### config.mk
export PLATFORM = sky130hd
export DESIGN_NAME = rbed_ctrl
export DESIGN_NICKNAME = d
export VERILOG_FILES = /design/src/rbed_pkg.sv /design/src/rbed_ctrl.sv
export SDC_FILE = /design/constraint.sdc
export NUM_CORES = 1
export LEC_CHECK = 0
export ABC_AREA = 1
export BUFFER_PORTS_ARGS = -buffer_cell sky130_fd_sc_hd__buf_2
export CAP_MARGIN = 0
export CORE_AREA = 3 3 40 42
export DETAILED_ROUTE_END_ITERATION = 16
export DIE_AREA = 0 0 43 45
export PLACE_DENSITY = 0.69
export SETUP_SLACK_MARGIN = 0.15
export SLEW_MARGIN = 20
export SYNTH_ARGS = -nofsm -noshare
export SYNTH_HDL_FRONTEND = slang
export SYNTH_SLANG_ARGS = --single-unit
export TNS_END_PERCENT = 100
### constraint.sdc
create_clock -name clk -period 1.2 [get_ports clk]
set_input_delay 0.06 -clock clk [delete_from_list [all_inputs] [get_ports clk]]
set_output_delay 0.06 -clock clk [all_outputs]
set_load 0.03 [all_outputs]
### src/rbed_pkg.sv
`default_nettype none
package rbed_pkg;
	localparam int SAMPLE_BITS = 16;
	localparam int SUM_W = 2 * SAMPLE_BITS + 1;
	localparam int MS_W = 2 * SAMPLE_BITS;
	localparam int RMS_W = SAMPLE_BITS + 1;
	localparam int X_W = RMS_W + 8;
	localparam int MEAN_W = 26;
	localparam int M2_W = 48;
	localparam int CNT_W = 14;
	localparam logic [M2_W-1:0] M2_MAX = {M2_W{1'b1}};

	localparam logic [2:0] REG_AMP = 3'd0;
	localparam logic [2:0] REG_DUR = 3'd1;
	localparam logic [2:0] REG_BASE = 3'd2;
	localparam logic [2:0] REG_REFR = 3'd3;
	localparam logic [2:0] REG_PULSE = 3'd4;

	typedef struct packed {
		logic load;
		logic sqrt_start;
		logic rms_load;
		logic sel_sd;
		logic sd_load;
		logic div_start;
		logic sel_m2;
		logic mean_upd;
		logic m2_upd;
		logic finish;
	} rbed_cmd_t;

	typedef struct packed {
		logic sqrt_busy;
		logic div_busy;
		logic base_due;
		logic base_nz;
	} rbed_sts_t;
endpackage
`default_nettype wire

### src/rbed_ctrl.sv
`default_nettype none
module rbed_ctrl (
	input  wire logic                clk,
	input  wire logic                arst_n,
	input  wire logic                in_valid,
	output logic                     in_stall,
	output logic                     out_valid,
	input  wire logic                out_stall,
	input  wire rbed_pkg::rbed_sts_t sts,
	output rbed_pkg::rbed_cmd_t      cmd
);
	import rbed_pkg::*;
	localparam logic [3:0] S_IDLE = 4'd0, S_RMS = 4'd1, S_RMSW = 4'd2,
		S_MDIV = 4'd3, S_MDIVW = 4'd4, S_MUPD = 4'd5, S_VDIV = 4'd6,
		S_VDIVW = 4'd7, S_SQ = 4'd8, S_SQW = 4'd9, S_FIN = 4'd10,
		S_RMS2 = 4'd11;
	logic [3:0] st_q, st_n;
	logic ov_n;
	always_comb begin
		cmd = '0;
		st_n = st_q;
		ov_n = out_valid && out_stall;
		in_stall = st_q != S_IDLE;
		unique case (st_q)
			S_IDLE: if (in_valid) begin
				cmd.load = 1'b1; st_n = S_RMS;
			end
			S_RMS: begin cmd.sqrt_start = 1'b1; st_n = S_RMSW; end
			S_RMSW: if (!sts.sqrt_busy) st_n = S_RMS2;
			S_RMS2: begin
				cmd.rms_load = 1'b1; st_n = S_MDIV;
			end
			S_MDIV: begin
				if (sts.base_due) begin
					cmd.div_start = 1'b1; st_n = S_MDIVW;
				end else st_n = S_VDIV;
			end
			S_MDIVW: if (!sts.div_busy) st_n = S_MUPD;
			S_MUPD: begin cmd.mean_upd = 1'b1; cmd.m2_upd = 1'b1; st_n = S_VDIV; end
			S_VDIV: begin
				if (sts.base_nz) begin
					cmd.sel_m2 = 1'b1; cmd.div_start = 1'b1; st_n = S_VDIVW;
				end else st_n = S_FIN;
			end
			S_VDIVW: if (!sts.div_busy) st_n = S_SQ;
			S_SQ: begin
				cmd.sel_sd = 1'b1; cmd.sqrt_start = 1'b1; st_n = S_SQW;
			end
			S_SQW: begin
				cmd.sel_sd = 1'b1;
				if (!sts.sqrt_busy) begin
					cmd.sd_load = 1'b1; st_n = S_FIN;
				end
			end
			S_FIN: if (!out_valid || !out_stall) begin
				cmd.finish = 1'b1; ov_n = 1'b1; st_n = S_IDLE;
			end
			default: st_n = S_IDLE;
		endcase
	end
	always_ff @(posedge clk or negedge arst_n) begin
		if (!arst_n) begin
			st_q <= S_IDLE; out_valid <= 1'b0;
		end else begin
			st_q <= st_n; out_valid <= ov_n;
		end
	end
endmodule
`default_nettype wire
==> run_results.csv <==
group,metric,value,unit
placed_design,place.gp.congestion,0.8478,
clock_network,cts_buffers,3,
finish,area_growth_syn_to_layout,112.5,%
global_routing,grt_pass1_wl,3201,um
power,irDropWorstVdd,1650,uV
floorplan,die_w,43,um
clock_network,cts.sinks,5,
sta,period_share,124.2,%
finish,nNetsFinal,145,
sta,rsz0062_at_grt,"true",
drt,vias,820,
drt,drt-initial-drc-count,40,
critical_path,worstPathRequired,1140,ps
critical_path,crit_fanout,6,
yosys,ys_async_sr_fraction,100.0,%
drt,vias_per_cell,5.430,
floorplan,initial_core_util,40.41,%
power,pwr-share-seq,13.0,%
yosys,synth_top_area_share,24.10,%
clock_network,cts-root-buf,"clkbuf_4",
drt,wire_per_inst,16.43,um
floorplan,io_pins,20,
sta,setup_ws,-290.6,ps
job,drv_cap,0,
clock_network,clockBufferDepth,2,
yosys,synth-seq-area-share,24.10,%
finish,fin_area,1104,sq um
yosys,synth.top_cells.by_count,"nand2_1 (32), inv_1 (13), nor2_1 (12), nand3_1 (10), dfrtp_1 (5)",
yosys,synth_most_common_cell,"nand2_1",
clock_network,tritoncts,"yes",
finish,fin_util,85.88,%
status,status,"finished with violations",
drt,drtAntennaViolNets,0,
sta,timing.fmax,670.9,MHz
power,pwr_density_cell,2855,nW/um^2
sta,report.final.slew_viol_count,0,
yosys,synth_nets,98,
power,power_switching_share,51.53,%
yosys,synth_cell_types,15,
global_routing,grt_max_degree,8,
placed_design,place_area,743.2,sq um
sta,fin_worst_skew,5.666,ps
critical_path,worst-path-buf-inv,3,
power,leakage,0.5987,nW
critical_path,critPathKind,"reg -> out",
sta,maxSlewHeadroom,81.34,%
placed_design,place_ws,-56.71,ps
sta,finalSetupTns,-3354,ps
floorplan,dieHeight,45,um
power,clockPowerShare,6.4,%
global_routing,track_usage,22.76,%
sta,hold_violations,0,
drt,drc_errors,0,
drt,firstDrtPassIters,4,
yosys,synth_top_area_cell,"dfrtp_1",
global_routing,grt_pass1_vias,733,
sta,tightest_slew,278.7,ps
worst_hold_path,hold_path.class,"in -> reg",
critical_path,cp_top_family,"flip-flops",
critical_path,cp_cell_sequence,"inv_2, nor2_4, buf_12, nand2_4, nor2_4, buf_6",
yosys,synth_area,519.2,sq um
finish,n_fill_cell,62,
global_routing,overflow,0,
yosys,yosysWarnings,0,
yosys,synth_area_leaders,"dfrtp_1 (24%), nand2_1 (23%), nand3_1 (9.6%), inv_1 (9.4%), nor2_1 (8.7%)",
finish,drive_above_1_share,72.79,%
critical_path,critPathArrivalTime,1430,ps
yosys,synth_edf_count,0,
power,intPower,0.001527,W
critical_path,cp_slowest_cell,"dfrtp_2",
critical_path,path_common_cell,"nor2_4",
placed_design,hpwlAfterDp,1219,um
global_routing,antenna_found_initial,0,
power,p_switching,0.001624,W
yosys,syn_inst,90,
placed_design,port_buffers,19,
clock_network,path_clk_slew,40,ps
drt,wl,2481,um
critical_path,crit_path_max_incr_delay,460,ps
sta,min_period,1491,ps
status,violations,"negative setup slack",
clock_network,clk_latency,250,ps
clock_network,htreeDepth,1,
critical_path,endpoint_kind,"primary output",
yosys,synth-seq-cells,5,
floorplan,core,1285,sq um
critical_path,critPathLaunchType,"flip-flop",
sta,setup-violations-final,16,
power,p_comb_share,80.6,%
floorplan,dieArea,1935,sq um
yosys,syn_avg_cell_area,5.769,sq um
yosys,ys.flop_type,"dfrtp_1",
finish,n_antenna_cell,0,
floorplan,num_rows,13,
-- worst min-delay path: stages --
cell,delay [ps]
buf_2,70
nand2_1,50
nand2_1,60
-- worst paths after layout --
| path | startpoint | to | slack [ps] | cells after the start |
|---|---|---|---|---|
| max in group asynchronous | arst_n | out_valid | 890 | 2 |
| min in group asynchronous | arst_n | st_q[2] | 150 | 2 |
| min | out_stall | out_valid | 30 | 3 |
| min reg2reg | out_valid | out_valid | 500 | 2 |
| max | st_q[3] | cmd[0] | -290 | 6 |
| max reg2reg | st_q[1] | st_q[1] | -250 | 8 |
-- metal layers --
| metal | vias to the layer above | GRT usage, % | wire length (um) |
|---|---|---|---|
| li1 | 366 | - | - |
| met1 | 369 | 25.43 | 906 |
| met2 | 63 | 40.42 | 1201 |
| met3 | 22 | 7.171 | 216 |
| met4 | 0 | 9.036 | 157 |
| met5 | - | 0 | 0 |
-- power groups by stage --
stage               clock, W  sequential (W)  combinational [W]
floorplan                  0        0.000405            0.00101
global placement           0        0.000403            0.00142
detailed placement         0        0.000402            0.00143
CTS                 0.000196        0.000392            0.00198
global route        0.000215        0.000417            0.00267
finish              0.000203        0.000409            0.00254
-- timing repair --
item	4_1_cts	5_1_grt
pin swaps	11	12
setup endpoints to repair	15	15
hold buffers	1	0
setup buffers	12	4
hold endpoints to repair	5	0
resized for setup	29	31
-- state kept, by name, indices dropped and copies added (netlist names) --
signal	flops
out_valid	1
st_q	4
-- area by class of cell --
class | count | area, sq um | area share [%]
clock buffers | 4 | 26.28 | 2.381
repair buffers | 43 | 384.1 | 34.81
inverters | 15 | 56.30 | 5.102
multi-input cells | 69 | 486.7 | 44.10
flip-flops and latches | 5 | 131.4 | 11.90
well taps | 15 | 18.77 | 1.701
-- cells in the final DEF (no fill, tap or decap) --
cell type	synthesis	layout
nand2_1	32	17
buf_4	1	16
nand2_2	3	15
buf_6	0	15
nor2_4	3	13
inv_2	2	10
buf_2	0	9
nand3_2	1	6
inv_1	13	5
nand3_1	10	5
dfrtp_2	0	5
nor2_1	12	4
nand2_4	0	3
clkbuf_4	0	3
o211ai_1	2	2
buf_12	0	2
a31o_4	0	1
nor2_2	3	1
o21ai_0	1	1
o21ai_1	1	1
clkbuf_1	0	1
dlygate4sd3_1	0	1
-- cell families (layout without fill, tap and decap cells) --
logic type      Yosys count  after routing  synth area share (%)
compound gates            5              5                 6.504
buf+inv                  16             62                 12.29
flops                     5              5                 24.10
simple gates             64             64                 57.11
-- per-stage QoR --
step / instances / hold slack [ps] / power, W
3_5_place_dp: 130 / -118.2 / 0.001834
4_1_cts: 147 / 36.37 / 0.002571
2_1_floorplan: 90 / -235.6 / 0.001419
5_1_grt: 151 / 65.98 / 0.003303
3_3_place_gp: 130 / -122.1 / 0.001818
6_report: 151 / 26.67 / 0.003151
No activity file was read; power rests on OpenSTA's default activity.
